**src/hdl/bat_pkg.sv**
```systemverilog
`timescale 1ns / 1ps

package bat_pkg;

  // Widths sized for the largest supported table of 64 slots.
  localparam int unsigned BAT_IDX_W  = 6;
  localparam int unsigned BAT_CNT_W  = 7;
  localparam int unsigned BAT_ADDR_W = 32;

  typedef enum logic [1:0] {
    CMD_SET       = 2'd0,
    CMD_CLEAR     = 2'd1,
    CMD_CLEAR_ALL = 2'd2,
    CMD_MATCH     = 2'd3
  } cmd_e;

  typedef enum logic [2:0] {
    ST_OK       = 3'd0,
    ST_BAD      = 3'd1,
    ST_DUP      = 3'd2,
    ST_FULL     = 3'd3,
    ST_NOTSET   = 3'd4,
    ST_NOMATCH  = 3'd5
  } status_e;

  // Token that walks the slot chain, one cell per cycle.
  typedef struct packed {
    logic                  valid;
    cmd_e                  cmd;
    logic [BAT_ADDR_W-1:0] key;
    logic                  bad;
    logic                  dup;
    logic                  found;
    logic [BAT_IDX_W-1:0]  idx;
    logic                  free_found;
    logic [BAT_IDX_W-1:0]  free_idx;
    logic [BAT_CNT_W-1:0]  count;
  } tok_t;

  // Slot write issued at the end of a set pass.
  typedef struct packed {
    logic                  en;
    logic [BAT_IDX_W-1:0]  idx;
    logic [BAT_ADDR_W-1:0] data;
  } wr_t;

endpackage

```
**src/hdl/bat_if.sv**
```systemverilog
`timescale 1ns / 1ps

interface bat_in_if;
  logic        valid;
  logic        ready;
  logic [1:0]  command;
  logic [31:0] address;

  modport source (output valid, output command, output address, input ready);
  modport sink (input valid, input command, input address, output ready);
endinterface

interface bat_out_if;
  logic       valid;
  logic       ready;
  logic [2:0] status;
  logic [2:0] slot;
  logic [3:0] occupied;

  modport source (output valid, output status, output slot, output occupied, input ready);
  modport sink (input valid, input status, input slot, input occupied, output ready);
endinterface

```
**src/hdl/bat_cell.sv**
```systemverilog
`timescale 1ns / 1ps

module bat_cell
  import bat_pkg::*;
#(
  parameter int unsigned IDX = 0
) (
  input  logic clk_i,
  input  logic rst_ni,
  input  tok_t tok_i,
  input  wr_t  wr_i,
  output tok_t tok_o
);

  localparam logic [BAT_IDX_W-1:0] MyIdx = BAT_IDX_W'(IDX);

  logic [BAT_ADDR_W-1:0] slot_q, slot_d;
  tok_t                  tok_q, tok_d;
  logic                  hit;

  // A zero key never hits, since zero marks an empty slot.
  assign hit = (slot_q == tok_i.key) && (tok_i.key != '0);

  // Update the passing token and this cell's slot.
  always_comb begin
    tok_d  = tok_i;
    slot_d = slot_q;
    if (tok_i.valid) begin
      case (tok_i.cmd)
        CMD_SET: begin
          if (hit) begin
            tok_d.dup = 1'b1;
          end
          if (slot_q == '0) begin
            tok_d.free_found = 1'b1;
            tok_d.free_idx   = MyIdx;
          end
        end
        CMD_CLEAR: begin
          if (hit && !tok_i.found) begin
            tok_d.found = 1'b1;
            tok_d.idx   = MyIdx;
            slot_d      = '0;
          end
        end
        CMD_CLEAR_ALL: begin
          slot_d = '0;
        end
        CMD_MATCH: begin
          if (hit && !tok_i.found) begin
            tok_d.found = 1'b1;
            tok_d.idx   = MyIdx;
          end
        end
        default: begin
          tok_d = tok_i;
        end
      endcase
      tok_d.count = tok_i.count + BAT_CNT_W'(slot_d != '0);
    end
    // The end-of-pass write never coincides with a token in the chain.
    if (wr_i.en && (wr_i.idx == MyIdx)) begin
      slot_d = wr_i.data;
    end
  end

  always_ff @(posedge clk_i or negedge rst_ni) begin
    if (!rst_ni) begin
      slot_q <= '0;
      tok_q  <= '0;
    end else begin
      slot_q <= slot_d;
      tok_q  <= tok_d;
    end
  end

  assign tok_o = tok_q;

endmodule

```
**src/hdl/breakpoint_address_table_unit.sv**
```systemverilog
`timescale 1ns / 1ps
// One transaction at a time: a new one is taken only once the previous result has been
// loaded into the output register. The command token walks the chain of slot cells one
// cell per cycle, and a set writes its slot at the end.
// A finished result may wait in the output register while the next command walks.
// Reset (asynchronous, active low) empties every slot and clears all control state.

module breakpoint_address_table_unit
  import bat_pkg::*;
#(
  parameter int unsigned NUM_SLOTS = 8
) (
  input  logic             clk_i,
  input  logic             rst_ni,
  bat_in_if.sink           in_i,
  bat_out_if.source        out_o
);

  tok_t tok [NUM_SLOTS+1];
  tok_t tok0_q, tok0_d;
  tok_t tok_end;
  wr_t  wr;

  logic busy_q, busy_d;
  logic accept;

  logic                 out_valid_q, out_valid_d;
  status_e              out_status_q, out_status_d;
  logic [BAT_IDX_W-1:0] out_slot_q, out_slot_d;
  logic [BAT_CNT_W-1:0] out_cnt_q, out_cnt_d;

  logic                 pend_valid_q, pend_valid_d;
  status_e              pend_status_q, pend_status_d;
  logic [BAT_IDX_W-1:0] pend_slot_q, pend_slot_d;
  logic [BAT_CNT_W-1:0] pend_cnt_q, pend_cnt_d;

  status_e              res_status;
  logic [BAT_IDX_W-1:0] res_slot;
  logic [BAT_CNT_W-1:0] res_cnt;

  logic out_free, load_chain, load_pend, pend_to_out;
  logic [BAT_IDX_W+2:0] slot_ext;
  logic [BAT_CNT_W+3:0] cnt_ext;

  assign in_i.ready = !busy_q;
  assign accept     = in_i.valid && !busy_q;

  // Build the token that enters the first cell.
  always_comb begin
    tok0_d       = '0;
    tok0_d.valid = accept;
    tok0_d.cmd   = cmd_e'(in_i.command);
    tok0_d.key   = in_i.address;
    case (cmd_e'(in_i.command))
      CMD_SET: begin
        tok0_d.bad = (in_i.address == '0) || in_i.address[0];
        if (tok0_d.bad) begin
          tok0_d.key = '0;
        end
      end
      CMD_MATCH: begin
        tok0_d.key = in_i.address - BAT_ADDR_W'(2);
      end
      default: begin
        tok0_d.key = in_i.address;
      end
    endcase
  end

  always_ff @(posedge clk_i or negedge rst_ni) begin
    if (!rst_ni) begin
      tok0_q <= '0;
    end else begin
      tok0_q <= tok0_d;
    end
  end

  assign tok[0] = tok0_q;

  // Chain of slot cells.
  for (genvar g = 0; g < NUM_SLOTS; g++) begin : g_cell
    bat_cell #(
      .IDX (g)
    ) u_cell (
      .clk_i  (clk_i),
      .rst_ni (rst_ni),
      .tok_i  (tok[g]),
      .wr_i   (wr),
      .tok_o  (tok[g+1])
    );
  end

  assign tok_end = tok[NUM_SLOTS];

  // Resolve the command once the token leaves the last cell.
  always_comb begin
    res_status = ST_OK;
    res_slot   = '0;
    res_cnt    = tok_end.count;
    wr         = '0;
    case (tok_end.cmd)
      CMD_SET: begin
        if (tok_end.bad) begin
          res_status = ST_BAD;
        end else if (tok_end.dup) begin
          res_status = ST_DUP;
        end else if (!tok_end.free_found) begin
          res_status = ST_FULL;
        end else begin
          res_slot = tok_end.free_idx;
          res_cnt  = tok_end.count + BAT_CNT_W'(1);
          wr.en    = tok_end.valid;
          wr.idx   = tok_end.free_idx;
          wr.data  = tok_end.key;
        end
      end
      CMD_CLEAR: begin
        if (tok_end.found) begin
          res_slot = tok_end.idx;
        end else begin
          res_status = ST_NOTSET;
        end
      end
      CMD_CLEAR_ALL: begin
        res_status = ST_OK;
      end
      CMD_MATCH: begin
        if (tok_end.found) begin
          res_slot = tok_end.idx;
        end else begin
          res_status = ST_NOMATCH;
        end
      end
      default: begin
        res_status = ST_OK;
      end
    endcase
  end

  // Output register with a holding stage behind it.
  assign out_free    = !out_valid_q || out_o.ready;
  assign pend_to_out = pend_valid_q && out_free;
  assign load_chain  = tok_end.valid && out_free;
  assign load_pend   = tok_end.valid && !out_free;

  always_comb begin
    out_valid_d   = out_valid_q;
    out_status_d  = out_status_q;
    out_slot_d    = out_slot_q;
    out_cnt_d     = out_cnt_q;
    pend_valid_d  = pend_valid_q;
    pend_status_d = pend_status_q;
    pend_slot_d   = pend_slot_q;
    pend_cnt_d    = pend_cnt_q;
    busy_d        = busy_q;
    if (out_free) begin
      out_valid_d = 1'b0;
    end
    if (pend_to_out) begin
      out_valid_d  = 1'b1;
      out_status_d = pend_status_q;
      out_slot_d   = pend_slot_q;
      out_cnt_d    = pend_cnt_q;
      pend_valid_d = 1'b0;
      busy_d       = 1'b0;
    end else if (load_chain) begin
      out_valid_d  = 1'b1;
      out_status_d = res_status;
      out_slot_d   = res_slot;
      out_cnt_d    = res_cnt;
      busy_d       = 1'b0;
    end else if (load_pend) begin
      pend_valid_d  = 1'b1;
      pend_status_d = res_status;
      pend_slot_d   = res_slot;
      pend_cnt_d    = res_cnt;
    end
    if (accept) begin
      busy_d = 1'b1;
    end
  end

  always_ff @(posedge clk_i or negedge rst_ni) begin
    if (!rst_ni) begin
      busy_q       <= 1'b0;
      out_valid_q  <= 1'b0;
      pend_valid_q <= 1'b0;
    end else begin
      busy_q       <= busy_d;
      out_valid_q  <= out_valid_d;
      pend_valid_q <= pend_valid_d;
    end
  end

  always_ff @(posedge clk_i) begin
    out_status_q  <= out_status_d;
    out_slot_q    <= out_slot_d;
    out_cnt_q     <= out_cnt_d;
    pend_status_q <= pend_status_d;
    pend_slot_q   <= pend_slot_d;
    pend_cnt_q    <= pend_cnt_d;
  end

  // Only the low bits of the slot number and the count leave the block.
  assign slot_ext = {3'b000, out_slot_q};
  assign cnt_ext  = {4'b0000, out_cnt_q};

  assign out_o.valid    = out_valid_q;
  assign out_o.status   = out_status_q;
  assign out_o.slot     = slot_ext[2:0];
  assign out_o.occupied = cnt_ext[3:0];

endmodule
```
**src/flat_wrapper.sv**
```systemverilog
// flat-port wrapper written by rule: the top's interface ports become plain ports
module breakpoint_address_table_unit_flat import bat_pkg::*;
#(
  parameter int unsigned NUM_SLOTS = 8
)
  (clk_i, rst_ni, in_i_valid, in_i_command, in_i_address, in_i_ready, out_o_valid, out_o_status, out_o_slot, out_o_occupied, out_o_ready);
  bat_in_if in_i_i ();
  bat_out_if out_o_i ();
  input  logic clk_i;
  input  logic rst_ni;
  input wire logic [$bits(in_i_i.valid)-1:0] in_i_valid;
  input wire logic [$bits(in_i_i.command)-1:0] in_i_command;
  input wire logic [$bits(in_i_i.address)-1:0] in_i_address;
  output wire logic [$bits(in_i_i.ready)-1:0] in_i_ready;
  output wire logic [$bits(out_o_i.valid)-1:0] out_o_valid;
  output wire logic [$bits(out_o_i.status)-1:0] out_o_status;
  output wire logic [$bits(out_o_i.slot)-1:0] out_o_slot;
  output wire logic [$bits(out_o_i.occupied)-1:0] out_o_occupied;
  input wire logic [$bits(out_o_i.ready)-1:0] out_o_ready;
  assign in_i_i.valid = in_i_valid;
  assign in_i_i.command = in_i_command;
  assign in_i_i.address = in_i_address;
  assign in_i_ready = in_i_i.ready;
  assign out_o_valid = out_o_i.valid;
  assign out_o_status = out_o_i.status;
  assign out_o_slot = out_o_i.slot;
  assign out_o_occupied = out_o_i.occupied;
  assign out_o_i.ready = out_o_ready;
  breakpoint_address_table_unit #(.NUM_SLOTS(NUM_SLOTS)) u_core (.clk_i(clk_i), .rst_ni(rst_ni), .in_i(in_i_i), .out_o(out_o_i));
endmodule
```
**config.mk**
```make
export PLATFORM = sky130hd
export DESIGN_NAME = breakpoint_address_table_unit_flat
export DESIGN_NICKNAME = d
export VERILOG_FILES = /design/src/hdl/bat_pkg.sv /design/src/hdl/bat_if.sv /design/src/hdl/bat_cell.sv /design/src/hdl/breakpoint_address_table_unit.sv /design/src/flat_wrapper.sv
export SDC_FILE = /design/constraint.sdc
export NUM_CORES = 1
export LEC_CHECK = 0
export ABC_AREA = 1
export BUFFER_PORTS_ARGS = -buffer_cell sky130_fd_sc_hd__buf_2
export CAP_MARGIN = 20
export CORE_MARGIN = 3
export CORE_UTILIZATION = 57
export CTS_CLUSTER_SIZE = 20
export DETAILED_ROUTE_END_ITERATION = 6
export PLACE_DENSITY = 0.76
export SKIP_CTS_REPAIR_TIMING = 1
export SLEW_MARGIN = 20
export SYNTH_ARGS = -nofsm -noshare
export SYNTH_HDL_FRONTEND = slang
export SYNTH_SLANG_ARGS = --single-unit
```
**constraint.sdc**
```tcl
create_clock -name clk_i -period 2.29 [get_ports clk_i]
set_input_delay 0 -clock clk_i [delete_from_list [all_inputs] [get_ports clk_i]]
set_output_delay 0 -clock clk_i [all_outputs]
set_load 0.05 [all_outputs]
```
# [Word level (Yosys, flattened, before mapping)]
# Index checks and enable logic that the tools add are counted.
[classes] n_div=0 n_eq_ne=44 n_shift=0 mux=133 n_bitwise=2 n_reduce_logical=98 magnitude_cmp=0 mul=0 addsub=9
[op_table] op="$mux 32" count=33
[op_table] op="$pmux 32 s2" count=9
[op_table] op="$reduce_bool 32->1" count=16
[op_table] op="$mux 58" count=8
[op_table] op="$logic_not 32->1" count=9
[op_table] op="$eq 32x32->1" count=8
[op_table] op="$mux 7" count=32
[op_table] op="$mux 39" count=4
[op_table] op="$add 7x1->7" count=7
[op_table] op="$eq 2x2->1 const B" count=19
[op_table] op="$mux 3" count=12
[op_table] op="$sub 32x2->32 const B" count=1
[op_table] op="$logic_and 1x1->1" count=27
[op_table] op="$mux 1" count=26
[op_table] op="$eq 6x3->1 const B" count=4
[op_table] op="$mux 4" count=6
[op_table] op="$logic_not 2->1" count=10
[op_table] op="$reduce_bool 2->1" count=10
[op_table] op="$eq 2x1->1 const B" count=9
[op_table] op="$reduce_or 2->1" count=9
[op_table] op="$eq 6x2->1 const B" count=2
[op_table] op="$pmux 3 s4" count=1
[op_table] op="$logic_not 1->1" count=10
[op_table] op="$eq 6x1->1 const B" count=1
[op_table] op="other kinds (10)" count=13
[word_totals] input_bits=38 n_memories=0 reg_bits=773 ramBits=0 output_inout_bits=12 elab_cells=387 mem_bits_ro=0 latchBits=0

# [Longest topological paths before layout]
[logic_depth] word_depth=9 ltp_mapped=21 ltp_nobuf=20

# [Modules after synthesis]
# Synthesis repeated with hierarchy kept, for this count alone.
[hier_totals] cells_unflattened=4322 area_unflattened_um2=36687.7
[modules_own_cells] module="bat_cell at u_core.g_cell[1].u_cell ..." instances=2 area_per_inst_um2=4401.7 cells_each=583 seq_area_each_um2=2252.2
[modules_own_cells] module="bat_cell at u_core.g_cell[5].u_cell ..." instances=2 area_per_inst_um2=4027.6 cells_each=434 seq_area_each_um2=2252.2
[modules_own_cells] module="bat_cell at u_core.g_cell[0].u_cell" instances=1 area_per_inst_um2=4018.9 cells_each=434 seq_area_each_um2=2252.2
[modules_own_cells] module="bat_cell at u_core.g_cell[4].u_cell" instances=1 area_per_inst_um2=4016.4 cells_each=447 seq_area_each_um2=2252.2
[modules_own_cells] module="bat_cell at u_core.g_cell[7].u_cell" instances=1 area_per_inst_um2=4007.6 cells_each=445 seq_area_each_um2=2252.2
[modules_own_cells] module="bat_cell at u_core.g_cell[3].u_cell" instances=1 area_per_inst_um2=3952.5 cells_each=432 seq_area_each_um2=2252.2
[modules_own_cells] module="breakpoint_address_table_unit" instances=1 area_per_inst_um2=3833.7 cells_each=530 seq_area_each_um2=1576.5

# [Worst setup path before layout]
# Ideal clock, no wire load.
[synth_timing] path_type="register to register" start="register u_core.g_cell[5].u_cell.slot_q[21]" end="register u_core.g_cell[5].u_cell.tok_q, in the netlist u_core.g_cell[5].u_cell.tok_o[2]" arrival_time_ps=2163 path_slack_ps=9 setup_time_ps=118 t_required_ps=2172 path_buffers=1 path_stages_with_launch=19 period_less_slack_ps=2281 cell_sequence="dfrtp_1 xnor2_1 nand2_1 nor2_1 nand2_1 nor2_1 nand3_2 nand2_2 nand2_4 buf_6 o21ai_1 nand3_1 nor2_1 nand2_1 ha_1 ha_1 nand2_1 xor2_1 inv_1"
[synth_lines] element="from (decl)" line="bat_cell.sv:17" rtl="logic [BAT_ADDR_W-1:0] slot_q, slot_d;"
[synth_lines] element="from (signal assigned)" line="bat_cell.sv:72" rtl="slot_q <= slot_d;"
[synth_lines] element="to (signal assigned)" line="bat_cell.sv:73" rtl="tok_q <= tok_d;"
[synth_lines] element="to (decl)" line="bat_cell.sv:18" rtl="tok_t tok_q, tok_d;"

==> reports/metrics.yaml <==
class_of_the_tightest_hold_or_removal_check: "input pin to flip-flop"
syn-num-nets: 3422
slew_viol_final: 0
ir_drop_worst_case_vdd_mv: 0.6048
clock_sinks: 687
finalHoldViolCount: 0
ctsHtreeMaxLevel: 3
yosysSeqAreaShare_pct: 56.53
share_of_yosys_cell_area_claimed_by_the_top_area_cell_type_pct: 54.57
final_util_pct: 76.52
synth_area_per_cell_um2: 9.150
ys_async_sr_fraction_pct: 97.09
die_width_um: 237.7
placementRows: 84
worstSkewPairLatency_ns: 0.65
nNetsFinal: 4107
cts_buffers: 72
vias_per_cell: 5.928
count_of_flip_flops_with_a_built_in_enable_after_synthesis: 20
seq_area_mm2: 0.01733
multi_input_combinational_cell_area_mm2: 0.01265
synth_most_common_cell: "nand2_1"
cts_root_buffer: "clkbuf_16"
wl_per_cell_um: 24.19
syn_inst: 3343
drt_wl_total_um: 115600
synth_common_cells: "nand2_1 (821), dfrtp_1 (667), inv_1 (382), nor2_1 (281), nand3_1 (246)"
global_route.usage.total_pct: 38.68
gp_congestion: 1.077
firstDrtPassIters: 7
synthFlopType: "dfrtp_1"
worst_setup_hold_path_clk_slew_ns: 0.07
failing_checks: "DRC, setup timing"
numPortBuffers: 49
timing_worst_slew_pin_value_ns: 0.8269
yosysWarnings: 0
core-area_mm2: 0.05287
slew_headroom_pct: 44.69
yosys_register_bits: 687
critical_path.max_fanout: 5
fp.dieArea_mm2: 0.05648
final_min_period_over_clock_period_pct: 125.5
floorplan.die.height_um: 237.7
detail_route.drc_violations: 1
syn_std_cell_area_mm2: 0.03059
power_per_cell_area_mw_per_mm2: 794.7
fin_area_mm2: 0.04045
min_period_ns: 2.875
first_global_vias: 26502
synth.distinct_cells: 59
total_of_max_cap_violations: 0
startpoint_type: "flip-flop"
grt_antenna_before_repair: 6
drt-initial-drc-count: 3626
total_instance_count_after_detailed_placement: 4528
drtAntennaViolNets: 0
timing.critical_path.required_ns: 2.80
post-dp-hpwl_um: 81680
status: "finished with violations"
static_leak_nw: 19.94
grt_setup_unrepaired: "yes"
layout_filler_cell_count: 3540
cts-root-to-sink-buffers: 3
post_route_cells_drive_above_1_share_pct: 28.09
clock_tree_from_tritoncts: "built"
setup_violations: 75
final.setup_skew_ns: 0.05169
dpl_cell_area_mm2: 0.03551
synth_top_cell_by_area: "dfrtp_1"
criticalPathCategory: "flip-flop to flip-flop"
max_clock_freq_ghz: 0.3478
timing.final.ws_setup_ns: -0.5850
timing.critical_path.arrival_ns: 3.39
synth.area.top_cells: "dfrtp_1 (55%), nand2_1 (10%), inv_1 (4.7%)"
io_pins: 50
fin_cells: 4780
grt_start_max_net_pins: 86
routed_vias: 28335
crit_path_end_kind: "flip-flop"
globalRouteOverflowTotal: 0
grt_first_pass_wirelength_um: 162000
syn_to_final_growth_pct: 32.25
place_worst_setup_slack_ns: -0.5966
effective_utilization_at_floorplan_pct: 57.86
==> cells by family after synthesis <==
kind of cell    Yosys count  share of synthesized area (%)
simple gates           1645                          23.79
mux                       7                         0.2577
flops                   687                          56.53
buf+inv                 491                          6.353
compound gates          301                          6.492
xor+xnor                171                          4.896
fa+ha+maj                41                          1.677
==> cell usage in the layout (no fill, tap or decap), drive strengths merged, types with 10 or more instances in the layout <==
cell type | netlist | final
nand2 | 830 | 835
dfrtp | 667 | 667
buf | 52 | 643
inv | 404 | 408
nor2 | 302 | 302
nand3 | 249 | 249
xnor2 | 127 | 127
o21ai | 119 | 119
clkbuf | 33 | 98
nand4 | 88 | 88
nor4 | 87 | 87
o221ai | 57 | 57
dlygate4sd3 | 0 | 44
xor2 | 44 | 44
ha | 41 | 41
nor3 | 35 | 35
o22ai | 35 | 35
or2 | 34 | 34
clkinv | 2 | 22
edfxtp | 20 | 20
a21oi | 20 | 20
o41ai | 16 | 16
a31oi | 15 | 15
o31ai | 14 | 14
bufinv | 0 | 10
==> where the power goes <==
part	total [mW]	leakage, nW	switching (mW)	internal, mW
Clock	12.5	1.24	5.17	7.33
Combinational	5.23	9.78	3.17	2.06
Sequential	14.4	8.92	1.25	13.2
==> worst max-delay path, cell delays in order, from the launching register on <==
cell and delay (ns):
dfrtp_1 0.50, xnor2_1 0.21, o21ai_0 0.11, nor2_1 0.12
nand2_1 0.08, nor2_2 0.22, nand3_4 0.14, nand2_8 0.12
nand2_8 0.08, o21ai_2 0.10, nand3_1 0.13, nor2_1 0.12
nand2_1 0.07, ha_2 0.19, ha_4 0.16, nand2_2 0.09
xor2_1 0.20, inv_1 0.10
==> stage by stage <==
stage	setup TNS, ns	power, mW	hold WS (ns)
2_1_floorplan	0	16.38	-0.2956
3_3_place_gp	-4.454	18.95	0.001829
3_5_place_dp	-5.375	19.03	0.01784
4_1_cts	-6.941	31.44	-0.6502
5_1_grt	-18.98	33.14	0.1149
6_report	-11.74	32.15	0.1190
==> final timing paths <==
path	start	endpoint	slack (ns)	depth (start not counted)
setup / recovery	u_core.g_cell[4].u_cell.tok_o[47]	u_core.g_cell[5].u_cell.tok_o[2]	-0.59	17
hold / removal	in_i_command[1]	u_core.tok[520]	0.12	2
setup reg to reg	u_core.g_cell[4].u_cell.tok_o[47]	u_core.g_cell[5].u_cell.tok_o[2]	-0.59	17
hold reg to reg	u_core.g_cell[5].u_cell.tok_o[22]	u_core.g_cell[6].u_cell.tok_o[22]	0.35	0
max in group asynchronous	rst_ni	u_core.g_cell[3].u_cell.tok_o[22]	0.21	4
min in group asynchronous	rst_ni	u_core.g_cell[7].u_cell.tok_o[31]	0.49	3
==> registers in the layout (all words and copies together) (netlist names) <==
name	count
u_core.tok	36
u_core.out_cnt_q	4
u_core.out_slot_q	3
u_core.pend_status_q	3
u_core.g_cell.u_cell.tok_o	372
u_core.busy_q	1
u_core.out_o.valid	1
u_core.pend_slot_q	3
u_core.g_cell.u_cell.slot_q	256
u_core.out_o.status	3
u_core.pend_valid_q	1
u_core.pend_cnt_q	4
==> area by class of cell <==
type                       instances  share of cell area (%)
clock inverter                    36                   1.373
clock buffer                      94                   4.884
sequential                       687                   42.84
multi-input combinational       2170                   31.28
tap                              688                   2.128
antenna                            8                 0.04949
timing repair buffer             691                   13.68
inverter                         406                   3.767
==> metal layers <==
layer,global-route usage [%],part of all wire [%],vias up
met1,51.28,38,13828
met2,59.06,45,1717
met5,0,0,-
met3,10.11,11,419
li1,-,-,12371
met4,20.58,7.0,0
Note: power is estimated with default switching activity, not from simulation.
